[src/design/modular_poly_eval_unit_macros.svh]
// Assertion macros used by the controller of the modular polynomial evaluation RTL.
`ifndef MODULAR_POLY_EVAL_UNIT_MACROS_SVH
`define MODULAR_POLY_EVAL_UNIT_MACROS_SVH

// Same-cycle implication, sampled on clk, masked while arst_n is low.
`define MPE_ASSERT_NOW(lbl, ante, cons, msg) \
	lbl: assert property (@(posedge clk) disable iff (!arst_n) (ante) |-> (cons)) else $error(msg);

// Next-cycle implication, sampled on clk, masked while arst_n is low.
`define MPE_ASSERT_NEXT(lbl, ante, cons, msg) \
	lbl: assert property (@(posedge clk) disable iff (!arst_n) (ante) |=> (cons)) else $error(msg);

`endif

[src/design/mpe_pkg.sv]
// Package with widths, codes and controller/datapath types of the polynomial evaluator.
`default_nettype none

package mpe_pkg;

	// Residue width and derived widths.
	localparam int MOD_BITS   = 61;
	localparam int CNT_W      = $clog2(MOD_BITS + 1);
	localparam int TDATA_W    = ((MOD_BITS + 7) / 8) * 8;
	localparam int APB_DATA_W = 64;
	localparam int APB_ADDR_W = 4;

	// Register indexes, taken from paddr[3].
	localparam logic REG_MODULUS    = 1'b0;
	localparam logic REG_EVAL_POINT = 1'b1;

	typedef logic [MOD_BITS-1:0] residue_t;

	// Operation of the bit-serial modular unit.
	typedef enum logic {
		OP_REDUCE,
		OP_MUL
	} unit_op_t;

	// Which pair of operations the two units run.
	typedef enum logic [1:0] {
		PH_RED_CP,
		PH_RED_SX,
		PH_MUL
	} phase_t;

	// Controller states.
	typedef enum logic [2:0] {
		ST_IDLE,
		ST_RED_CP_GO,
		ST_RED_CP_RUN,
		ST_RED_SX_GO,
		ST_RED_SX_RUN,
		ST_MUL_GO,
		ST_MUL_RUN,
		ST_FINISH
	} state_t;

	// Commands from controller to datapath.
	typedef struct packed {
		logic   load_in;
		logic   start;
		phase_t phase;
		logic   capture;
		logic   commit;
		logic   load_out;
	} dp_cmd_t;

	// Status from datapath to controller.
	typedef struct packed {
		logic done;
		logic last;
		logic zero_mod;
	} dp_status_t;

endpackage

`default_nettype wire

[src/design/mpe_mod_unit.sv]
// Bit-serial modular unit: reduces a value or multiplies two residues, one bit per cycle.
`default_nettype none

module mpe_mod_unit import mpe_pkg::*; (
	input  logic     clk,
	input  logic     arst_n,
	input  logic     start,
	input  unit_op_t op,
	input  residue_t opa,
	input  residue_t opb,
	input  residue_t modv,
	output logic     done,
	output residue_t result
);

	unit_op_t           op_q;
	residue_t           a_q;
	residue_t           b_q;
	residue_t           r_q;
	logic [CNT_W-1:0]   cnt_q;
	logic               busy_q;
	logic               done_q;

	logic                bit_s;
	logic                inc;
	logic [MOD_BITS+1:0] addend;
	logic [MOD_BITS+1:0] sum_t;
	logic [MOD_BITS+1:0] m1;
	logic [MOD_BITS+1:0] m2;
	logic [MOD_BITS+1:0] sub1;
	logic [MOD_BITS+1:0] sub2;
	residue_t            r_next;

	// One step: r = (2r + bit) mod m for a reduction, r = (2r + bit*a) mod m for a product.
	// The sum stays below 3m, so one of two parallel subtractions brings it into range.
	always_comb begin
		bit_s  = b_q[MOD_BITS-1];
		inc    = (op_q == OP_REDUCE) ? bit_s : 1'b0;
		addend = ((op_q == OP_MUL) && bit_s) ? (MOD_BITS+2)'(a_q) : '0;
		sum_t  = {1'b0, r_q, inc} + addend;
		m1     = (MOD_BITS+2)'(modv);
		m2     = {1'b0, modv, 1'b0};
		sub1   = sum_t - m1;
		sub2   = sum_t - m2;
		if (sum_t >= m2) begin
			r_next = sub2[MOD_BITS-1:0];
		end else if (sum_t >= m1) begin
			r_next = sub1[MOD_BITS-1:0];
		end else begin
			r_next = sum_t[MOD_BITS-1:0];
		end
	end

	// Step counter and completion pulse.
	always_ff @(posedge clk or negedge arst_n) begin
		if (!arst_n) begin
			busy_q <= 1'b0;
			done_q <= 1'b0;
			cnt_q  <= '0;
		end else if (start) begin
			busy_q <= 1'b1;
			done_q <= 1'b0;
			cnt_q  <= CNT_W'(MOD_BITS);
		end else if (busy_q) begin
			cnt_q <= cnt_q - CNT_W'(1);
			if (cnt_q == CNT_W'(1)) begin
				busy_q <= 1'b0;
				done_q <= 1'b1;
			end
		end else begin
			done_q <= 1'b0;
		end
	end

	// Operands and partial result.
	always_ff @(posedge clk) begin
		if (start) begin
			op_q <= op;
			a_q  <= opa;
			b_q  <= opb;
			r_q  <= '0;
		end else if (busy_q) begin
			r_q <= r_next;
			b_q <= {b_q[MOD_BITS-2:0], 1'b0};
		end
	end

	assign done   = done_q;
	assign result = r_q;

endmodule

`default_nettype wire

[src/design/mpe_datapath.sv]
// Datapath: operand registers, two modular units, final modular add and result register.
`default_nettype none

module mpe_datapath import mpe_pkg::*; (
	input  logic       clk,
	input  logic       arst_n,
	input  dp_cmd_t    cmd,
	output dp_status_t status,
	input  residue_t   modulus,
	input  residue_t   eval_point,
	input  residue_t   coefficient,
	input  logic       last,
	output residue_t   evaluation,
	output logic       range_error
);

	residue_t coef_q;
	logic     last_q;
	residue_t c_q;
	residue_t p_q;
	residue_t s_q;
	residue_t x_q;
	residue_t prod_cp_q;
	residue_t prod_px_q;
	residue_t sum_q;
	residue_t power_q;
	residue_t out_eval_q;
	logic     out_rerr_q;

	unit_op_t unit_op;
	residue_t opa_a;
	residue_t opb_a;
	residue_t opa_b;
	residue_t opb_b;
	logic     done_a;
	logic     done_b;
	residue_t res_a;
	residue_t res_b;

	logic [MOD_BITS:0] add_t;
	logic [MOD_BITS:0] add_sub;
	residue_t          add_res;
	residue_t          sum_new;
	residue_t          power_new;
	logic              zero_mod;
	logic              range_bad;

	// Operand selection for each phase.
	always_comb begin
		unit_op = OP_REDUCE;
		opa_a   = '0;
		opb_a   = coef_q;
		opa_b   = '0;
		opb_b   = power_q;
		case (cmd.phase)
			PH_RED_CP: begin
				unit_op = OP_REDUCE;
				opb_a   = coef_q;
				opb_b   = power_q;
			end
			PH_RED_SX: begin
				unit_op = OP_REDUCE;
				opb_a   = sum_q;
				opb_b   = eval_point;
			end
			PH_MUL: begin
				unit_op = OP_MUL;
				opa_a   = c_q;
				opb_a   = p_q;
				opa_b   = p_q;
				opb_b   = x_q;
			end
			default: begin
				unit_op = OP_REDUCE;
			end
		endcase
	end

	mpe_mod_unit u_unit_a (
		.clk    (clk),
		.arst_n (arst_n),
		.start  (cmd.start),
		.op     (unit_op),
		.opa    (opa_a),
		.opb    (opb_a),
		.modv   (modulus),
		.done   (done_a),
		.result (res_a)
	);

	mpe_mod_unit u_unit_b (
		.clk    (clk),
		.arst_n (arst_n),
		.start  (cmd.start),
		.op     (unit_op),
		.opa    (opa_b),
		.opb    (opb_b),
		.modv   (modulus),
		.done   (done_b),
		.result (res_b)
	);

	// Final modular add of the product and the reduced sum, plus special cases.
	always_comb begin
		zero_mod  = (modulus == '0);
		range_bad = (eval_point >= modulus);
		add_t     = {1'b0, prod_cp_q} + {1'b0, s_q};
		add_sub   = add_t - {1'b0, modulus};
		add_res   = (add_t >= {1'b0, modulus}) ? add_sub[MOD_BITS-1:0] : add_t[MOD_BITS-1:0];
		sum_new   = zero_mod ? '0 : add_res;
		power_new = zero_mod ? '0 : prod_px_q;
	end

	// Running sum and power: cleared to zero and one at reset and after a last beat.
	always_ff @(posedge clk or negedge arst_n) begin
		if (!arst_n) begin
			sum_q   <= '0;
			power_q <= MOD_BITS'(1);
		end else if (cmd.commit) begin
			if (last_q) begin
				sum_q   <= '0;
				power_q <= MOD_BITS'(1);
			end else begin
				sum_q   <= sum_new;
				power_q <= power_new;
			end
		end
	end

	// Input capture, intermediate residues and the result register.
	always_ff @(posedge clk) begin
		if (cmd.load_in) begin
			coef_q <= coefficient;
			last_q <= last;
		end
		if (cmd.capture) begin
			case (cmd.phase)
				PH_RED_CP: begin
					c_q <= res_a;
					p_q <= res_b;
				end
				PH_RED_SX: begin
					s_q <= res_a;
					x_q <= res_b;
				end
				PH_MUL: begin
					prod_cp_q <= res_a;
					prod_px_q <= res_b;
				end
				default: begin
				end
			endcase
		end
		if (cmd.load_out) begin
			out_eval_q <= sum_new;
			out_rerr_q <= range_bad;
		end
	end

	assign status.done     = done_a & done_b;
	assign status.last     = last_q;
	assign status.zero_mod = zero_mod;
	assign evaluation      = out_eval_q;
	assign range_error     = out_rerr_q;

endmodule

`default_nettype wire

[src/design/mpe_ctrl.sv]
// Controller: sequences reductions, products and commit, and owns the beat handshakes.
`default_nettype none
`include "modular_poly_eval_unit_macros.svh"

module mpe_ctrl import mpe_pkg::*; (
	input  logic       clk,
	input  logic       arst_n,
	input  logic       in_valid,
	output logic       in_ready,
	output logic       out_valid,
	input  logic       out_ready,
	input  dp_status_t status,
	output dp_cmd_t    cmd
);

	state_t state_q;
	state_t state_d;
	logic   out_valid_q;
	logic   out_free;

	assign out_free = !out_valid_q || out_ready;

	// Next state.
	always_comb begin
		state_d = state_q;
		case (state_q)
			ST_IDLE: begin
				if (in_valid) begin
					state_d = status.zero_mod ? ST_FINISH : ST_RED_CP_GO;
				end
			end
			ST_RED_CP_GO:  state_d = ST_RED_CP_RUN;
			ST_RED_CP_RUN: begin
				if (status.done) begin
					state_d = ST_RED_SX_GO;
				end
			end
			ST_RED_SX_GO:  state_d = ST_RED_SX_RUN;
			ST_RED_SX_RUN: begin
				if (status.done) begin
					state_d = ST_MUL_GO;
				end
			end
			ST_MUL_GO:     state_d = ST_MUL_RUN;
			ST_MUL_RUN: begin
				if (status.done) begin
					state_d = ST_FINISH;
				end
			end
			ST_FINISH: begin
				if (!status.last || out_free) begin
					state_d = ST_IDLE;
				end
			end
			default: state_d = ST_IDLE;
		endcase
	end

	// Outputs and datapath commands.
	always_comb begin
		in_ready     = 1'b0;
		cmd          = '0;
		cmd.phase    = PH_RED_CP;
		case (state_q)
			ST_IDLE: begin
				in_ready    = 1'b1;
				cmd.load_in = in_valid;
			end
			ST_RED_CP_GO: begin
				cmd.start = 1'b1;
				cmd.phase = PH_RED_CP;
			end
			ST_RED_CP_RUN: begin
				cmd.capture = status.done;
				cmd.phase   = PH_RED_CP;
			end
			ST_RED_SX_GO: begin
				cmd.start = 1'b1;
				cmd.phase = PH_RED_SX;
			end
			ST_RED_SX_RUN: begin
				cmd.capture = status.done;
				cmd.phase   = PH_RED_SX;
			end
			ST_MUL_GO: begin
				cmd.start = 1'b1;
				cmd.phase = PH_MUL;
			end
			ST_MUL_RUN: begin
				cmd.capture = status.done;
				cmd.phase   = PH_MUL;
			end
			ST_FINISH: begin
				cmd.commit   = !status.last || out_free;
				cmd.load_out = status.last && out_free;
			end
			default: begin
				in_ready = 1'b0;
			end
		endcase
	end

	// State and result-valid registers.
	always_ff @(posedge clk or negedge arst_n) begin
		if (!arst_n) begin
			state_q     <= ST_IDLE;
			out_valid_q <= 1'b0;
		end else begin
			state_q <= state_d;
			if (cmd.load_out) begin
				out_valid_q <= 1'b1;
			end else if (out_ready) begin
				out_valid_q <= 1'b0;
			end
		end
	end

	assign out_valid = out_valid_q;

	// Checks on the sequencing.
	`MPE_ASSERT_NEXT(a_accept_leaves_idle, in_valid && in_ready, state_q != ST_IDLE, "accepted beat left the controller idle")
	`MPE_ASSERT_NOW(a_done_in_run, status.done, state_q == ST_RED_CP_RUN || state_q == ST_RED_SX_RUN || state_q == ST_MUL_RUN, "unit finished outside a run state")
	`MPE_ASSERT_NEXT(a_start_not_done, cmd.start, !status.done, "unit reported done right after start")
	`MPE_ASSERT_NEXT(a_load_sets_valid, cmd.load_out, out_valid_q, "result loaded without valid")

endmodule

`default_nettype wire

[src/design/modular_poly_eval_unit.sv]
// Top level of the modular polynomial evaluator: register port, controller and datapath.
//
//  Channel  | Direction | Beat content
//  ---------+-----------+-----------------------------------------------------------
//  s_*      | in        | tdata: coefficient [60:0], zero pad; tlast: last
//  m_*      | out       | tdata: evaluation [60:0], zero pad; tuser: range_error
//  APB      | in/out    | 0x0 modulus, 0x8 eval_point; 64-bit data, pready tied high
//
// Each coefficient passes through the bit-serial modular units (one bit per cycle),
// which run three passes: reduce coefficient and power, reduce sum and point, then
// the two products. With a zero modulus a coefficient goes from idle straight to
// the finish state and no pass runs.
// Reset is asynchronous and active low; it restores modulus 2, point 0, sum 0, power 1.
// A result waits in the output register while the next coefficient is taken; a
// further last beat stalls in its final cycle until that result has been taken.
`default_nettype none

module modular_poly_eval_unit import mpe_pkg::*; (
	input  logic                  clk,
	input  logic                  arst_n,
	// Register port
	input  logic                  psel,
	input  logic                  penable,
	input  logic                  pwrite,
	input  logic [APB_ADDR_W-1:0] paddr,
	input  logic [APB_DATA_W-1:0] pwdata,
	output logic [APB_DATA_W-1:0] prdata,
	output logic                  pready,
	// Coefficient stream
	input  logic                  s_tvalid,
	output logic                  s_tready,
	input  logic [TDATA_W-1:0]    s_tdata,   // [60:0] coefficient
	input  logic                  s_tlast,
	// Result stream
	output logic                  m_tvalid,
	input  logic                  m_tready,
	output logic [TDATA_W-1:0]    m_tdata,   // [60:0] evaluation
	output logic                  m_tuser    // [0] range_error
);

	residue_t   modulus_q;
	residue_t   eval_point_q;
	logic       wr_en;
	logic       reg_sel;
	dp_cmd_t    cmd;
	dp_status_t status;
	residue_t   evaluation;
	logic       range_error;

	assign pready  = 1'b1;
	assign wr_en   = psel && penable && pwrite && pready;
	assign reg_sel = paddr[3];

	// Configuration registers.
	always_ff @(posedge clk or negedge arst_n) begin
		if (!arst_n) begin
			modulus_q    <= MOD_BITS'(2);
			eval_point_q <= '0;
		end else if (wr_en) begin
			case (reg_sel)
				REG_MODULUS:    modulus_q    <= pwdata[MOD_BITS-1:0];
				REG_EVAL_POINT: eval_point_q <= pwdata[MOD_BITS-1:0];
				default:        modulus_q    <= modulus_q;
			endcase
		end
	end

	// Register read-back.
	always_comb begin
		case (reg_sel)
			REG_MODULUS:    prdata = APB_DATA_W'(modulus_q);
			REG_EVAL_POINT: prdata = APB_DATA_W'(eval_point_q);
			default:        prdata = '0;
		endcase
	end

	mpe_ctrl u_ctrl (
		.clk       (clk),
		.arst_n    (arst_n),
		.in_valid  (s_tvalid),
		.in_ready  (s_tready),
		.out_valid (m_tvalid),
		.out_ready (m_tready),
		.status    (status),
		.cmd       (cmd)
	);

	mpe_datapath u_datapath (
		.clk         (clk),
		.arst_n      (arst_n),
		.cmd         (cmd),
		.status      (status),
		.modulus     (modulus_q),
		.eval_point  (eval_point_q),
		.coefficient (s_tdata[MOD_BITS-1:0]),
		.last        (s_tlast),
		.evaluation  (evaluation),
		.range_error (range_error)
	);

	assign m_tdata = TDATA_W'(evaluation);
	assign m_tuser = range_error;

endmodule

`default_nettype wire

[config.mk]
export PLATFORM = sky130hd
export DESIGN_NAME = modular_poly_eval_unit
export DESIGN_NICKNAME = d
export VERILOG_FILES = /design/src/design/mpe_pkg.sv /design/src/design/mpe_mod_unit.sv /design/src/design/mpe_datapath.sv /design/src/design/mpe_ctrl.sv /design/src/design/modular_poly_eval_unit.sv
export VERILOG_INCLUDE_DIRS = /design/src /design/src/design
export SDC_FILE = /design/constraint.sdc
export NUM_CORES = 2
export LEC_CHECK = 0
export BUFFER_PORTS_ARGS = -buffer_cell sky130_fd_sc_hd__buf_2
export CORE_ASPECT_RATIO = 1.2
export CORE_MARGIN = 1.5
export CORE_UTILIZATION = 55
export CTS_CLUSTER_DIAMETER = 100
export DETAILED_ROUTE_END_ITERATION = 16
export PLACE_DENSITY = 0.79
export SLEW_MARGIN = 20
export SYNTH_ARGS = -nofsm -noshare
export SYNTH_HDL_FRONTEND = slang
export SYNTH_SLANG_ARGS = --single-unit
export TNS_END_PERCENT = 30
[constraint.sdc]
create_clock -name clk -period 13.3 [get_ports clk]
set_input_delay 1.995 -clock clk [delete_from_list [all_inputs] [get_ports clk]]
set_output_delay 1.995 -clock clk [all_outputs]
set_load 0.05 [all_outputs]
==> impl_metrics.tcl <==
set metrics [dict create \
    critical_path.top_delay_family "compound AO/OA/AOI/OAI gates" \
    tightest_slew_ps 1135 \
    vias_per_cell 6.547 \
    synth_commonest_cells "808 x nand2_1, 735 x edfxtp_1, 728 x o21ai_0" \
    period_minus_slack_ps 10390 \
    setup_viol 0 \
    cts.reportedPaths.clkPinSlew_ps 60 \
    rsz0062_at_grt "no" \
    synth_seq_cells 1121 \
    post-route-util_pct 60.50 \
    dp_hpwl_um 204300 \
    wl_per_cell_um 27.40 \
    vias 63200 \
    drtIter0Drc 6457 \
    synthesis.area_um2 73640 \
    grt_pass1_wl_um 385400 \
    core_area_um2 132400 \
    critical_path_peak_fanout 27 \
    cts_tree "built" \
    cts_hold_buffers 0 \
    synthArstFlopShare_pct 23.55 \
    seq_area_frac_synth_pct 42.26 \
    intPower_uw 11170 \
    drt_wl_total_um 264500 \
    synth_area_leader_cell "edfxtp_1" \
    p_sw_share_pct 48.44 \
    crit_type "reg2reg" \
    avgSynthCellArea_um2 9.533 \
    root_buffer "clkbuf_16" \
    dieHeight_um 403.8 \
    final_nets 8477 \
    dpl-instance-area_um2 76310 \
    cts_resized 0 \
    port_buffers 255 \
    final_cell_area_um2 80130 \
    worstPathRequired_ps 13900 \
    grt_pass1_vias 60970 \
    slowest_delay_ps 1030 \
    cts_max_level 3 \
    fp.dieArea_um2 136100 \
    initial_core_util_pct 55.61 \
    ctsLongestPathBuffers 3 \
    p_total_uw 21670 \
    route.detailed.drc 0 \
    cp.buffers_inverters 2 \
    rows 146 \
    synth_cells 7725 \
    drv_slew 0 \
    cpMaxStageDelayCell "edfxtp_1" \
    ys_top_cells_by_area "edfxtp_1 30%, ha_1 9.4%, dfrtp_1 8.9%, o21ai_0 4.9%, a21oi_1 4.6%" \
    grt_max_degree 109 \
    first_pass_iters 6 \
    power.density_nw_per_um2 270.4 \
    hold_path_class "reg2reg" \
    p_seq_share_pct 22.2 \
    detail-route-antenna-nets 0 \
    cts-buffers-inserted 111 \
    cts.sinks 1121 \
    drive_gt1_share_pct 9.491 \
    io_pins 272 \
    clock_latency_ps 750 \
    gp_congestion 1.024 \
    yosysMostFrequentCell "nand2_1" \
    finalCritPeriodShare_pct 78.14 \
    clkPwrFrac_pct 15.1 \
    fin_skew_ps 29.69 \
    cp.arrival_ps 11000 \
    maxCapViolCount 0 \
    switchingPower_uw 10490 \
    yosys.area.top_type_share_pct 29.97 \
    irDropWorstVdd_mv 0.2722 \
    pwr-share-comb_pct 62.7 \
    finalHoldViolCount 0 \
    end_kind "flop" \
    p_leak_uw 0.03285 \
    synth-edff-count 735 \
    finalSetupTns_ps 0 \
    maxSlewHeadroom_pct 23.50 \
    critPathLaunchType "flop" \
    grt_usage_pct 38.01 \
    grt-ovfl-total 0 \
    ys_warn_count 0 \
    synth-main-ff-cell "edfxtp_1" \
    fmax_mhz 96.22 \
    area_growth_pct 8.806 \
    die_w_um 337.0 \
    ys_types 109 \
    antenna_found_initial 18 \
    postCtsSetupBuffers 0 \
    status "finished clean" \
]
metrics by stage:
stage                     hold WS [ps]  cells  setup WS, ps
final                            456.3   9654          2907
after global routing             479.8   9651          2749
after CTS                        451.5   9645          3233
after detailed placement         450.1   9434          3405
after global placement           445.9   9434          3551
after floorplan                  441.3   7730          6736
logic make-up (layout without fill, tap and decap cells):
logic type / Yosys count / after routing / share of synthesized area, %
adder cells (fa/ha/maj): 564 / 564 / 9.664
multiplexers: 206 / 206 / 3.028
AO/OA/AOI/OAI: 2595 / 2595 / 22.01
XOR/XNOR: 456 / 456 / 5.433
buffers and inverters: 623 / 764 / 3.376
flip-flops: 1121 / 1121 / 42.26
other: 2 / 14 / 0.01020
AND/OR/NAND/NOR: 2158 / 2158 / 14.21
layer usage:
layer	global-route usage [%]	wire length, µm	part of all wire (%)
met1	48.48	103300	39
met2	61.57	122200	46
met3	6.603	23850	9.0
met4	20.07	15190	5.7
met5	0	43	0.016
placed cells by master (no fill, tap or decap), types with 31 or more instances in the layout:
master	n
o221ai_1	31
buf_2	253
dfxtp_1	122
a31oi_1	70
and2_1	157
edfxtp_1	735
xnor2_1	286
dfrtp_1	262
xor2_1	169
o21ai_0	727
a21oi_1	682
a21o_1	288
nor2_1	369
inv_1	202
o21bai_1	100
buf_4	89
nor3_1	82
nand2_1	807
o21ai_1	74
mux2i_1	72
clkbuf_16	113
mux2_2	133
a211oi_1	56
a22oi_1	115
nand3_1	116
o21a_1	66
o211ai_1	51
nor2b_1	63
and3_1	185
nand4_1	147
ha_1	553
nor4_1	33
a22o_1	66
nand2b_1	62
layout make-up:
type                            count  area [µm²]
Antenna cell                        7       17.52
Fill cell                       11170       52310
Sequential cell                  1121       31120
Multi-Input combinational cell   5986       40210
Timing Repair Buffer              347        2036
Clock inverter                     61       690.7
Tap cell                         1776        2222
Clock buffer                      150        3047
Inverter                          206       779.5
path summary, 6_finish.rpt:
check / depth (start not counted) / slack [ps] / start / endpoint
max reg2reg: 27 / 2910 / u_datapath.u_unit_a.op_q / u_datapath.u_unit_b.result[49]
max in group asynchronous: 3 / 9870 / arst_n / eval_point_q[51]
min reg2reg: 1 / 460 / u_datapath.prod_px_q[24] / u_datapath.power_q[24]
min: 1 / 460 / u_datapath.prod_px_q[24] / u_datapath.power_q[24]
min in group asynchronous: 1 / 1260 / arst_n / modulus_q[10]
max: 27 / 2910 / u_datapath.u_unit_a.op_q / u_datapath.u_unit_b.result[49]
power by group through the flow:
stage	combinational (µW)	sequential [µW]	clock (µW)
6_report	13600	4810	3270
5_1_grt	14700	4830	3420
4_1_cts	13300	4780	3290
3_5_place_dp	13200	4850	0
3_3_place_gp	13100	4830	0
2_1_floorplan	9730	4550	0
Power figures use the tool's default switching activity.
